**src/rtl/core/cfcr_pkg.sv**
```systemverilog
`timescale 1ns / 1ps
// ----------------------------------------------------------------------------
// cfcr_pkg
// Shared types, codes and the byte-wide CRC-16/MODBUS update for the framed
// command receiver.
// ----------------------------------------------------------------------------
package cfcr_pkg;

    localparam logic [7:0]  HDR_FIRST  = 8'hAA;
    localparam logic [7:0]  HDR_SECOND = 8'h55;
    localparam logic [7:0]  FN_ENABLE  = 8'h01;
    localparam logic [7:0]  FN_DISABLE = 8'h02;
    localparam logic [7:0]  FN_QUERY   = 8'h03;
    localparam logic [15:0] CRC_INIT   = 16'hFFFF;
    localparam logic [15:0] CRC_POLY   = 16'hA001;

    localparam logic [7:0] RST_DEVICE_ADDRESS = 8'd1;
    localparam logic [7:0] RST_WARN_THRESHOLD = 8'd50;
    localparam logic [7:0] RST_REPORT_PERIOD  = 8'd50;
    localparam logic [7:0] RST_MAX_PAYLOAD    = 8'd32;

    localparam int QUEUE_DEPTH = 2;
    localparam int QUEUE_AW    = $clog2(QUEUE_DEPTH);
    localparam int QUEUE_CW    = $clog2(QUEUE_DEPTH + 1);

    typedef enum logic [1:0] {
        REG_DEVICE_ADDRESS = 2'd0,
        REG_WARN_THRESHOLD = 2'd1,
        REG_REPORT_PERIOD  = 2'd2,
        REG_MAX_PAYLOAD    = 2'd3
    } t_reg_idx;

    typedef enum logic [2:0] {
        EV_NONE       = 3'd0,
        EV_ACCEPT     = 3'd1,
        EV_CRC_ERR    = 3'd2,
        EV_LEN_ERR    = 3'd3,
        EV_OTHER_ADDR = 3'd4
    } t_event;

    typedef enum logic [1:0] {
        ACT_NONE    = 2'd0,
        ACT_ENABLE  = 2'd1,
        ACT_DISABLE = 2'd2,
        ACT_QUERY   = 2'd3
    } t_action;

    typedef struct packed {
        logic [7:0] device_address;
        logic [7:0] warn_threshold;
        logic [7:0] report_period;
        logic [7:0] max_payload;
    } t_cfg;

    typedef struct packed {
        logic       is_tick;
        t_event     event_code;
        t_action    action;
        logic [7:0] sensor;
    } t_cmd;

    function automatic logic [15:0] crc_feed(input logic [15:0] crc, input logic [7:0] b);
        logic [15:0] c;
        c = crc ^ {8'h00, b};
        for (int i = 0; i < 8; i++) begin
            if (c[0]) begin
                c = (c >> 1) ^ CRC_POLY;
            end else begin
                c = c >> 1;
            end
        end
        return c;
    endfunction

endpackage

```
**src/rtl/core/cfcr_in_if.sv**
```systemverilog
`timescale 1ns / 1ps
// ----------------------------------------------------------------------------
// cfcr_in_if
// Input channel: one received byte or one timer tick per item.
// ----------------------------------------------------------------------------
interface cfcr_in_if;
    logic       valid;
    logic       ready;
    logic       command;
    logic [7:0] rx_byte;
    logic [7:0] sensor_value;

    modport source (output valid, output command, output rx_byte, output sensor_value,
                    input ready);
    modport sink   (input valid, input command, input rx_byte, input sensor_value,
                    output ready);
endinterface

```
**src/rtl/core/cfcr_out_if.sv**
```systemverilog
`timescale 1ns / 1ps
// ----------------------------------------------------------------------------
// cfcr_out_if
// Result channel: frame event, status reply and indicator state per item.
// ----------------------------------------------------------------------------
interface cfcr_out_if;
    logic       valid;
    logic       ready;
    logic [2:0] frame_event;
    logic       reply_valid;
    logic       reply_enable;
    logic [7:0] reply_sensor;
    logic       monitor_on;
    logic       warn_led;
    logic       ok_led;

    modport source (output valid, output frame_event, output reply_valid,
                    output reply_enable, output reply_sensor, output monitor_on,
                    output warn_led, output ok_led, input ready);
    modport sink   (input valid, input frame_event, input reply_valid,
                    input reply_enable, input reply_sensor, input monitor_on,
                    input warn_led, input ok_led, output ready);
endinterface

```
**src/rtl/core/crc_framed_command_receiver_unit.sv**
```systemverilog
`timescale 1ns / 1ps
// ----------------------------------------------------------------------------
// crc_framed_command_receiver_unit
// Byte-wise frame receiver with CRC-16/MODBUS check and light monitoring.
//
// i_in carries one item per handshake: a received serial byte (command 0)
// or a timer tick (command 1), each with a sensor sample. o_out returns
// exactly one result item per input item, in order: frame event, optional
// status reply, monitor flag and both indicator outputs.
// The parser classifies each item in the cycle it is accepted and writes it
// into a two-entry queue; the executor takes the queue head into the output
// register whenever that register is empty or being taken by o_out, and the
// result is valid from there. With its byte-wide CRC update the block takes
// one item per cycle, as does the executor, while o_out is not stalled.
// When o_out is stalled the output register holds, the queue fills, and
// i_in.ready drops only once both queue entries are taken.
// Reset clears the parser to header hunt, the monitor flag, tick count and
// indicators, and loads the register defaults; there is no clearing pass.
// Configuration is written through i_cfg_we, i_cfg_idx and i_cfg_data.
// ----------------------------------------------------------------------------
module crc_framed_command_receiver_unit (
    input  logic       i_clk,
    input  logic       i_rst_n,
    input  logic       i_cfg_we,
    input  logic [1:0] i_cfg_idx,
    input  logic [7:0] i_cfg_data,
    cfcr_in_if.sink    i_in,
    cfcr_out_if.source o_out
);
    import cfcr_pkg::*;

    t_cfg r_cfg;
    logic q_ready, q_push, q_valid, q_pop;
    t_cmd front_cmd, head_cmd;

    always_ff @(posedge i_clk) begin
        if (!i_rst_n) begin
            r_cfg.device_address <= RST_DEVICE_ADDRESS;
            r_cfg.warn_threshold <= RST_WARN_THRESHOLD;
            r_cfg.report_period  <= RST_REPORT_PERIOD;
            r_cfg.max_payload    <= RST_MAX_PAYLOAD;
        end else if (i_cfg_we) begin
            case (t_reg_idx'(i_cfg_idx))
                REG_DEVICE_ADDRESS: r_cfg.device_address <= i_cfg_data;
                REG_WARN_THRESHOLD: r_cfg.warn_threshold <= i_cfg_data;
                REG_REPORT_PERIOD:  r_cfg.report_period  <= i_cfg_data;
                REG_MAX_PAYLOAD:    r_cfg.max_payload    <= i_cfg_data;
                default: ;
            endcase
        end
    end

    cfcr_front u_front (
        .i_clk     (i_clk),
        .i_rst_n   (i_rst_n),
        .i_cfg     (r_cfg),
        .i_in      (i_in),
        .i_q_ready (q_ready),
        .o_push    (q_push),
        .o_cmd     (front_cmd)
    );

    cfcr_queue u_queue (
        .i_clk   (i_clk),
        .i_rst_n (i_rst_n),
        .i_push  (q_push),
        .i_cmd   (front_cmd),
        .o_ready (q_ready),
        .i_pop   (q_pop),
        .o_valid (q_valid),
        .o_cmd   (head_cmd)
    );

    cfcr_back u_back (
        .i_clk     (i_clk),
        .i_rst_n   (i_rst_n),
        .i_cfg     (r_cfg),
        .i_q_valid (q_valid),
        .i_cmd     (head_cmd),
        .o_pop     (q_pop),
        .o_out     (o_out)
    );
endmodule

```
**src/rtl/core/cfcr_front.sv**
```systemverilog
`timescale 1ns / 1ps
// ----------------------------------------------------------------------------
// cfcr_front
// Frame parser: hunts for the header, runs the CRC byte by byte and turns
// each item into a classified command for the back end.
// ----------------------------------------------------------------------------
module cfcr_front (
    input  logic             i_clk,
    input  logic             i_rst_n,
    input  cfcr_pkg::t_cfg   i_cfg,
    cfcr_in_if.sink          i_in,
    input  logic             i_q_ready,
    output logic             o_push,
    output cfcr_pkg::t_cmd   o_cmd
);
    import cfcr_pkg::*;

    typedef enum logic [2:0] {
        PH_HUNT, PH_HDR2, PH_ADDR, PH_FUNC, PH_LEN, PH_DATA, PH_CRCLO, PH_CRCHI
    } t_phase;

    t_phase      r_phase, n_phase;
    logic [7:0]  r_remain, n_remain;
    logic [7:0]  r_addr, n_addr;
    logic [7:0]  r_func, n_func;
    logic [15:0] r_crc, n_crc;
    logic [7:0]  r_crc_lo, n_crc_lo;
    logic [7:0]  b;
    logic [7:0]  remain_dec;

    assign i_in.ready = i_q_ready;
    assign o_push     = i_in.valid && i_q_ready;
    assign b          = i_in.rx_byte;
    assign remain_dec = r_remain - 8'd1;

    always_comb begin
        n_phase  = r_phase;
        n_remain = r_remain;
        n_addr   = r_addr;
        n_func   = r_func;
        n_crc    = r_crc;
        n_crc_lo = r_crc_lo;
        o_cmd.is_tick    = i_in.command;
        o_cmd.event_code = EV_NONE;
        o_cmd.action     = ACT_NONE;
        o_cmd.sensor     = i_in.sensor_value;
        if (!i_in.command) begin
            case (r_phase)
                PH_HUNT: begin
                    if (b == HDR_FIRST) n_phase = PH_HDR2;
                end
                PH_HDR2: begin
                    if (b == HDR_SECOND) begin
                        n_crc   = crc_feed(crc_feed(CRC_INIT, HDR_FIRST), HDR_SECOND);
                        n_phase = PH_ADDR;
                    end else if (b != HDR_FIRST) begin
                        n_phase = PH_HUNT;
                    end
                end
                PH_ADDR: begin
                    n_addr  = b;
                    n_crc   = crc_feed(r_crc, b);
                    n_phase = PH_FUNC;
                end
                PH_FUNC: begin
                    n_func  = b;
                    n_crc   = crc_feed(r_crc, b);
                    n_phase = PH_LEN;
                end
                PH_LEN: begin
                    if (b > i_cfg.max_payload) begin
                        o_cmd.event_code = EV_LEN_ERR;
                        n_phase          = PH_HUNT;
                    end else begin
                        n_crc    = crc_feed(r_crc, b);
                        n_remain = b;
                        n_phase  = (b == 8'd0) ? PH_CRCLO : PH_DATA;
                    end
                end
                PH_DATA: begin
                    n_crc    = crc_feed(r_crc, b);
                    n_remain = remain_dec;
                    if (remain_dec == 8'd0) n_phase = PH_CRCLO;
                end
                PH_CRCLO: begin
                    n_crc_lo = b;
                    n_phase  = PH_CRCHI;
                end
                PH_CRCHI: begin
                    n_phase = PH_HUNT;
                    if ({b, r_crc_lo} != r_crc) begin
                        o_cmd.event_code = EV_CRC_ERR;
                    end else if (r_addr != i_cfg.device_address) begin
                        o_cmd.event_code = EV_OTHER_ADDR;
                    end else begin
                        o_cmd.event_code = EV_ACCEPT;
                        if (r_func == FN_ENABLE)       o_cmd.action = ACT_ENABLE;
                        else if (r_func == FN_DISABLE) o_cmd.action = ACT_DISABLE;
                        else if (r_func == FN_QUERY)   o_cmd.action = ACT_QUERY;
                    end
                end
                default: begin
                    n_phase = PH_HUNT;
                end
            endcase
        end
    end

    always_ff @(posedge i_clk) begin
        if (!i_rst_n) begin
            r_phase  <= PH_HUNT;
            r_remain <= 8'd0;
            r_addr   <= 8'd0;
            r_func   <= 8'd0;
            r_crc    <= CRC_INIT;
            r_crc_lo <= 8'd0;
        end else if (o_push) begin
            r_phase  <= n_phase;
            r_remain <= n_remain;
            r_addr   <= n_addr;
            r_func   <= n_func;
            r_crc    <= n_crc;
            r_crc_lo <= n_crc_lo;
        end
    end
endmodule

```
**src/rtl/core/cfcr_queue.sv**
```systemverilog
`timescale 1ns / 1ps
// ----------------------------------------------------------------------------
// cfcr_queue
// Small command queue between the parser and the executor.
// ----------------------------------------------------------------------------
module cfcr_queue (
    input  logic           i_clk,
    input  logic           i_rst_n,
    input  logic           i_push,
    input  cfcr_pkg::t_cmd i_cmd,
    output logic           o_ready,
    input  logic           i_pop,
    output logic           o_valid,
    output cfcr_pkg::t_cmd o_cmd
);
    import cfcr_pkg::*;

    t_cmd                r_mem [QUEUE_DEPTH];
    logic [QUEUE_AW-1:0] r_wr_ptr, r_rd_ptr;
    logic [QUEUE_CW-1:0] r_count;

    assign o_ready = (r_count != QUEUE_CW'(QUEUE_DEPTH));
    assign o_valid = (r_count != '0);
    assign o_cmd   = r_mem[r_rd_ptr];

    always_ff @(posedge i_clk) begin
        if (i_push) r_mem[r_wr_ptr] <= i_cmd;
    end

    always_ff @(posedge i_clk) begin
        if (!i_rst_n) begin
            r_wr_ptr <= '0;
            r_rd_ptr <= '0;
            r_count  <= '0;
        end else begin
            if (i_push) begin
                r_wr_ptr <= (r_wr_ptr == QUEUE_AW'(QUEUE_DEPTH - 1)) ? '0
                          : r_wr_ptr + QUEUE_AW'(1);
            end
            if (i_pop) begin
                r_rd_ptr <= (r_rd_ptr == QUEUE_AW'(QUEUE_DEPTH - 1)) ? '0
                          : r_rd_ptr + QUEUE_AW'(1);
            end
            if (i_push && !i_pop)      r_count <= r_count + QUEUE_CW'(1);
            else if (!i_push && i_pop) r_count <= r_count - QUEUE_CW'(1);
        end
    end
endmodule

```
**src/rtl/core/cfcr_back.sv**
```systemverilog
`timescale 1ns / 1ps
// ----------------------------------------------------------------------------
// cfcr_back
// Command executor: monitor flag, tick counter, indicators and the output
// register of the result channel.
// ----------------------------------------------------------------------------
module cfcr_back (
    input  logic           i_clk,
    input  logic           i_rst_n,
    input  cfcr_pkg::t_cfg i_cfg,
    input  logic           i_q_valid,
    input  cfcr_pkg::t_cmd i_cmd,
    output logic           o_pop,
    cfcr_out_if.source     o_out
);
    import cfcr_pkg::*;

    logic       r_valid;
    logic [2:0] r_event, n_event;
    logic       r_reply, n_reply;
    logic       r_reply_en, n_reply_en;
    logic [7:0] r_reply_sens, n_reply_sens;
    logic       r_monitor, n_monitor;
    logic [1:0] r_leds, n_leds;
    logic [7:0] r_ticks, n_ticks;
    logic [7:0] tick_inc;

    assign o_pop    = i_q_valid && (!r_valid || o_out.ready);
    assign tick_inc = r_ticks + 8'd1;

    always_comb begin
        n_event      = i_cmd.event_code;
        n_reply      = 1'b0;
        n_reply_en   = 1'b0;
        n_reply_sens = 8'd0;
        n_monitor    = r_monitor;
        n_leds       = r_leds;
        n_ticks      = r_ticks;
        if (i_cmd.is_tick) begin
            if (r_monitor) begin
                if (tick_inc >= i_cfg.report_period) begin
                    n_ticks      = 8'd0;
                    n_reply      = 1'b1;
                    n_reply_en   = 1'b1;
                    n_reply_sens = i_cmd.sensor;
                    n_leds       = (i_cmd.sensor < i_cfg.warn_threshold) ? 2'b01 : 2'b10;
                end else begin
                    n_ticks = tick_inc;
                end
            end
        end else if (i_cmd.event_code == EV_ACCEPT) begin
            case (i_cmd.action)
                ACT_ENABLE: n_monitor = 1'b1;
                ACT_DISABLE: begin
                    n_monitor = 1'b0;
                    n_leds    = 2'b00;
                end
                ACT_QUERY: begin
                    n_reply      = 1'b1;
                    n_reply_en   = r_monitor;
                    n_reply_sens = i_cmd.sensor;
                end
                default: ;
            endcase
        end
    end

    always_ff @(posedge i_clk) begin
        if (!i_rst_n) begin
            r_valid   <= 1'b0;
            r_monitor <= 1'b0;
            r_leds    <= 2'b00;
            r_ticks   <= 8'd0;
        end else begin
            if (o_pop) begin
                r_valid   <= 1'b1;
                r_monitor <= n_monitor;
                r_leds    <= n_leds;
                r_ticks   <= n_ticks;
            end else if (o_out.ready) begin
                r_valid <= 1'b0;
            end
        end
    end

    always_ff @(posedge i_clk) begin
        if (o_pop) begin
            r_event      <= n_event;
            r_reply      <= n_reply;
            r_reply_en   <= n_reply_en;
            r_reply_sens <= n_reply_sens;
        end
    end

    assign o_out.valid        = r_valid;
    assign o_out.frame_event  = r_event;
    assign o_out.reply_valid  = r_reply;
    assign o_out.reply_enable = r_reply_en;
    assign o_out.reply_sensor = r_reply_sens;
    assign o_out.monitor_on   = r_monitor;
    assign o_out.warn_led     = r_leds[0];
    assign o_out.ok_led       = r_leds[1];
endmodule
```
**src/flat_wrapper.sv**
```systemverilog
// flat-port wrapper written by rule: the top's interface ports become plain ports
module crc_framed_command_receiver_unit_flat import cfcr_pkg::*;
  (i_clk, i_rst_n, i_cfg_we, i_cfg_idx, i_cfg_data, i_in_valid, i_in_command, i_in_rx_byte, i_in_sensor_value, i_in_ready, o_out_valid, o_out_frame_event, o_out_reply_valid, o_out_reply_enable, o_out_reply_sensor, o_out_monitor_on, o_out_warn_led, o_out_ok_led, o_out_ready);
  cfcr_in_if i_in_i ();
  cfcr_out_if o_out_i ();
  input  logic i_clk;
  input  logic i_rst_n;
  input  logic i_cfg_we;
  input  logic [1:0] i_cfg_idx;
  input  logic [7:0] i_cfg_data;
  input wire logic [$bits(i_in_i.valid)-1:0] i_in_valid;
  input wire logic [$bits(i_in_i.command)-1:0] i_in_command;
  input wire logic [$bits(i_in_i.rx_byte)-1:0] i_in_rx_byte;
  input wire logic [$bits(i_in_i.sensor_value)-1:0] i_in_sensor_value;
  output wire logic [$bits(i_in_i.ready)-1:0] i_in_ready;
  output wire logic [$bits(o_out_i.valid)-1:0] o_out_valid;
  output wire logic [$bits(o_out_i.frame_event)-1:0] o_out_frame_event;
  output wire logic [$bits(o_out_i.reply_valid)-1:0] o_out_reply_valid;
  output wire logic [$bits(o_out_i.reply_enable)-1:0] o_out_reply_enable;
  output wire logic [$bits(o_out_i.reply_sensor)-1:0] o_out_reply_sensor;
  output wire logic [$bits(o_out_i.monitor_on)-1:0] o_out_monitor_on;
  output wire logic [$bits(o_out_i.warn_led)-1:0] o_out_warn_led;
  output wire logic [$bits(o_out_i.ok_led)-1:0] o_out_ok_led;
  input wire logic [$bits(o_out_i.ready)-1:0] o_out_ready;
  assign i_in_i.valid = i_in_valid;
  assign i_in_i.command = i_in_command;
  assign i_in_i.rx_byte = i_in_rx_byte;
  assign i_in_i.sensor_value = i_in_sensor_value;
  assign i_in_ready = i_in_i.ready;
  assign o_out_valid = o_out_i.valid;
  assign o_out_frame_event = o_out_i.frame_event;
  assign o_out_reply_valid = o_out_i.reply_valid;
  assign o_out_reply_enable = o_out_i.reply_enable;
  assign o_out_reply_sensor = o_out_i.reply_sensor;
  assign o_out_monitor_on = o_out_i.monitor_on;
  assign o_out_warn_led = o_out_i.warn_led;
  assign o_out_ok_led = o_out_i.ok_led;
  assign o_out_i.ready = o_out_ready;
  crc_framed_command_receiver_unit u_core (.i_clk(i_clk), .i_rst_n(i_rst_n), .i_cfg_we(i_cfg_we), .i_cfg_idx(i_cfg_idx), .i_cfg_data(i_cfg_data), .i_in(i_in_i), .o_out(o_out_i));
endmodule
```
**config.mk**
```make
export PLATFORM = sky130hd
export DESIGN_NAME = crc_framed_command_receiver_unit_flat
export DESIGN_NICKNAME = d
export VERILOG_FILES = /design/src/rtl/core/cfcr_pkg.sv /design/src/rtl/core/cfcr_in_if.sv /design/src/rtl/core/cfcr_out_if.sv /design/src/rtl/core/crc_framed_command_receiver_unit.sv /design/src/rtl/core/cfcr_front.sv /design/src/rtl/core/cfcr_queue.sv /design/src/rtl/core/cfcr_back.sv /design/src/flat_wrapper.sv
export SDC_FILE = /design/constraint.sdc
export NUM_CORES = 1
export LEC_CHECK = 0
export ABC_AREA = 1
export BUFFER_PORTS_ARGS = -buffer_cell sky130_fd_sc_hd__buf_4
export CAP_MARGIN = 40
export CELL_PAD_IN_SITES_DETAIL_PLACEMENT = 1
export CELL_PAD_IN_SITES_GLOBAL_PLACEMENT = 1
export CORE_AREA = 10 10 136 138
export DETAILED_ROUTE_END_ITERATION = 8
export DIE_AREA = 0 0 146 148
export PLACE_DENSITY_LB_ADDON = 0.1
export SYNTH_ARGS = -nofsm -noshare
export SYNTH_HDL_FRONTEND = slang
export SYNTH_HIERARCHICAL = 1
export SYNTH_SLANG_ARGS = --single-unit
```
**constraint.sdc**
```tcl
create_clock -name i_clk -period 3.3 [get_ports i_clk]
set_input_delay 0.165 -clock i_clk [delete_from_list [all_inputs] [get_ports i_clk]]
set_output_delay 0.165 -clock i_clk [all_outputs]
set_load 0.02 [all_outputs]
```
==> impl_summary.log <==
[metrics] post-cts gate resize count: 0
[metrics] Largest stage delay, worst path: 0.34 ns
[metrics] library cell used as clock root buffer: sky130_fd_sc_hd__clkbuf_16
[metrics] area grow syn2layout: 14.0%
[metrics] number of clock sinks: 141
[metrics] die area: 21600 um^2
[metrics] cell with the biggest individual delay on the critical path: sky130_fd_sc_hd__nand2_2
[metrics] Final GP Congestion: 0.826
[metrics] Worst path top cell family by delay: simple AND/OR/NAND/NOR gates
[metrics] Pleak: 3.99 nW
[metrics] Final Cycle Share: 77.4%
[metrics] post-synthesis cell count: 958
[metrics] max-slew violation count: 0
[metrics] CP bufs+invs: 2
[metrics] global-route wire length before repair: 33100 um
[metrics] antenna cell count: 0
[metrics] worst slew pin tran: 0.882 ns
[metrics] maximum clock insertion buffer count: 2
[metrics] area of the mapped netlist: 7650 um^2
[metrics] number of levels in the clock H-tree: 4
[metrics] required time of the worst setup path: 3.58 ns
[metrics] Internal Dissipation: 3.54 mW
[metrics] count of input and output buffers: 49
[metrics] initial core utilization: 48.7%
[metrics] share of post-route cells with drive strength above 1: 17.2%
[metrics] relative slew slack: 41.0%
[metrics] sort of element at the end of the critical path: register
[metrics] Register Area: 3230 um^2
[metrics] clock network fraction of total power: 37.4%
[metrics] detail-routed net length per standard cell: 16.4 um
[metrics] max-capacitance violation count: 0
[metrics] Flop pwr share: 41.1%
[metrics] number of hold-repair buffers added at the cts stage: 9
[metrics] fill cell instance count of the final layout: 1912
[metrics] CP Cell Sequence: inv_1 > ha_1 > nand2_1 > o21ai_0 > nand2_1 > a21boi_0 > nand2_1 > nand2_2 > clkinv_2 > o21ai_0 > o211ai_1
[metrics] commonest non-fill, non-tap cells in the layout: 191 x sky130_fd_sc_hd__nand2_1, 128 x sky130_fd_sc_hd__inv_1, 114 x sky130_fd_sc_hd__nor2_1
[metrics] count of cell types in the netlist: 49
[metrics] number of DRC markers after the initial detailed-route iteration: 270
[metrics] remaining number of nets flagged by the antenna check after routing: 0
[metrics] Congestion Overflow GR: 0
[metrics] Post-DP HPWL: 14300 um
[metrics] Post-Route WL: 20100 um
[metrics] total area of multi-input combinational cells: 3620 um^2
[metrics] critical path launch point type: register
[metrics] via count of the first global-routing pass: 6606
[metrics] placeable core region: 15700 um^2
[metrics] clock network latency to the later pin of the worst-skew pair: 0.43 ns
[metrics] net switching power: 1.58 mW
[metrics] total of endpoints with negative setup slack in the final report: 0
[metrics] number of nets at the end of the flow: 1061
[metrics] number of register bits inferred by synthesis: 141
[metrics] Hold/Removal Path Class: in -> reg
[metrics] number of primary I/O pins: 50
[metrics] Hold Violations, Final: 0
[metrics] Synth Area per Inst: 7.99 um^2
[metrics] commonest non-fill, non-tap cell in the layout: sky130_fd_sc_hd__nand2_1
[metrics] Final Power: 5.11 mW
[metrics] largest registers ranked by flip-flop count: u_core/r_cfg (32), u_core/u_queue/r_mem (28), u_core/u_front/r_crc (16)
[metrics] Post-route DRC: 0
[metrics] number of nets in the synthesized netlist: 1019
[metrics] setup repair after global routing missed its margin: false
[metrics] FMAX: 392 MHz
[metrics] CTS tree: yes
[metrics] die height: 148 um
[metrics] Power per Cell Area: 586 nW/um^2
[metrics] register area share after synthesis: 42.2%
[metrics] max reg flops: 32
[metrics] buffer count from post-CTS setup fixing: 0
[metrics] clk_skew: 0.0100 ns
[metrics] maximum vdd ir drop: 0.393 mV
[metrics] register with the most flip-flops: u_core/r_cfg
[metrics] row count: 46
[metrics] WS Path Type: reg -> reg
[metrics] post-DR vias/cell: 5.10
[metrics] status: finished clean
[metrics] maximum number of pins on one net before global-route repair: 42
[metrics] switching part of the total power: 30.8%
[metrics] overall die width: 146 um
[metrics] count of synthesis-stage warnings from yosys: 6
[metrics] highest net fanout along the worst path: 15
[metrics] CP dominant cell by count: sky130_fd_sc_hd__nand2_1
[metrics] Overall Global Routing Usage: 18.8%
[metrics] critical path data arrival time: 2.83 ns
[metrics] shortest period the worst path allows: 2.55 ns
[metrics] clock edge transition at the registers on the reported setup and hold paths: 0.06 ns
[metrics] clock buffers created by TritonCTS: 17
[metrics] setup TNS: 0 ns
[metrics] routed via count: 6272
[metrics] 1st-pass router iterations: 4
[metrics] number of antenna violations at the first check in global routing: 0
[metrics] Comb power frac: 21.5%
## worst paths after layout
kind,cells past startpoint,end,from,slack [ns]
min,3,u_core/r_cfg[4],i_cfg_data[4],0.02
max reg2reg,11,u_core/u_front/r_crc[3],u_core/r_cfg[3],0.75
max,11,u_core/u_front/r_crc[3],u_core/r_cfg[3],0.75
min reg2reg,2,u_core/r_cfg[17],u_core/r_cfg[17],0.46
## cell type report
type,instances,share of cell area [%]
inverters,140,6.11
repair buffers,61,5.51
flip-flops and latches,141,37.1
well taps,216,3.10
clock buffers,17,4.88
multi-input cells,639,41.5
clock inverters,15,1.88
## metrics by stage
stage	worst slack (ns)	instance area (um^2)	std cells	hold slack, ns	utilization, %
global placement	0.910	8050	1188	0.351	51.2
floorplan	1.17	7650	958	0.285	-
CTS	0.733	8730	1229	0.0156	55.5
finish	0.747	8730	1229	0.0220	55.5
global route	0.371	8730	1229	0.0383	55.5
detailed placement	0.827	8050	1188	0.353	51.2
## metal layers
layer | routed length, um | global-route usage [%] | vias to the layer above
li1 | - | - | 3152
met1 | 8480 | 20.3 | 3016
met2 | 10800 | 36.1 | 76
met3 | 429 | 3.14 | 28
met4 | 381 | 6.51 | 0
met5 | 0 | 0 | -
## synthesized netlist by cell type (all sizes together)
library cell	number	share of area (%)
nor4	5	0.49
nor2	121	6.7
ha	29	4.7
mux2	14	2.1
clkinv	2	0.13
buf	30	3.1
a21boi	2	0.34
nand2	216	12
a21o	1	0.098
nand4	16	1.3
nor3	7	0.46
nand3	51	4.3
edfxtp	41	16
a31oi	1	0.082
xor2	23	2.7
a21oi	67	4.8
nor3b	3	0.29
o21ai	53	3.7
o21a	1	0.098
xnor2	10	1.2
clkbuf	8	0.44
or2	5	0.41
inv	138	6.8
a211oi	6	0.65
dfxtp	100	26
o211ai	8	0.92
## cell families after synthesis
group / after synthesis / share of synthesized area [%]
AND/OR/NAND/NOR: 424 / 25.9
XOR/XNOR: 33 / 3.97
multiplexers: 14 / 2.06
adder cells (fa/ha/maj): 29 / 4.74
AO/OA/AOI/OAI: 139 / 10.6
buffers and inverters: 178 / 10.5
flip-flops: 141 / 42.2
## power groups by stage
stage | combinational [mW] | clock [mW] | sequential [mW]
floorplan | 0.630 | 0 | 2.21
global placement | 1.05 | 0 | 2.12
detailed placement | 1.09 | 0 | 2.14
CTS | 1.11 | 1.94 | 2.10
global route | 1.21 | 2.02 | 2.12
finish | 1.10 | 1.91 | 2.10
## worst register-to-register path, stage by stage (launching register included)
cell and delay, ns:
sky130_fd_sc_hd__dfxtp_1 0.33, sky130_fd_sc_hd__inv_1 0.05, sky130_fd_sc_hd__ha_1 0.29, sky130_fd_sc_hd__nand2_1 0.08
sky130_fd_sc_hd__o21ai_0 0.18, sky130_fd_sc_hd__nand2_1 0.09, sky130_fd_sc_hd__a21boi_0 0.24, sky130_fd_sc_hd__nand2_1 0.22
sky130_fd_sc_hd__nand2_2 0.34, sky130_fd_sc_hd__clkinv_2 0.33, sky130_fd_sc_hd__o21ai_0 0.16, sky130_fd_sc_hd__o211ai_1 0.12
(Power assumes the default switching activity.)
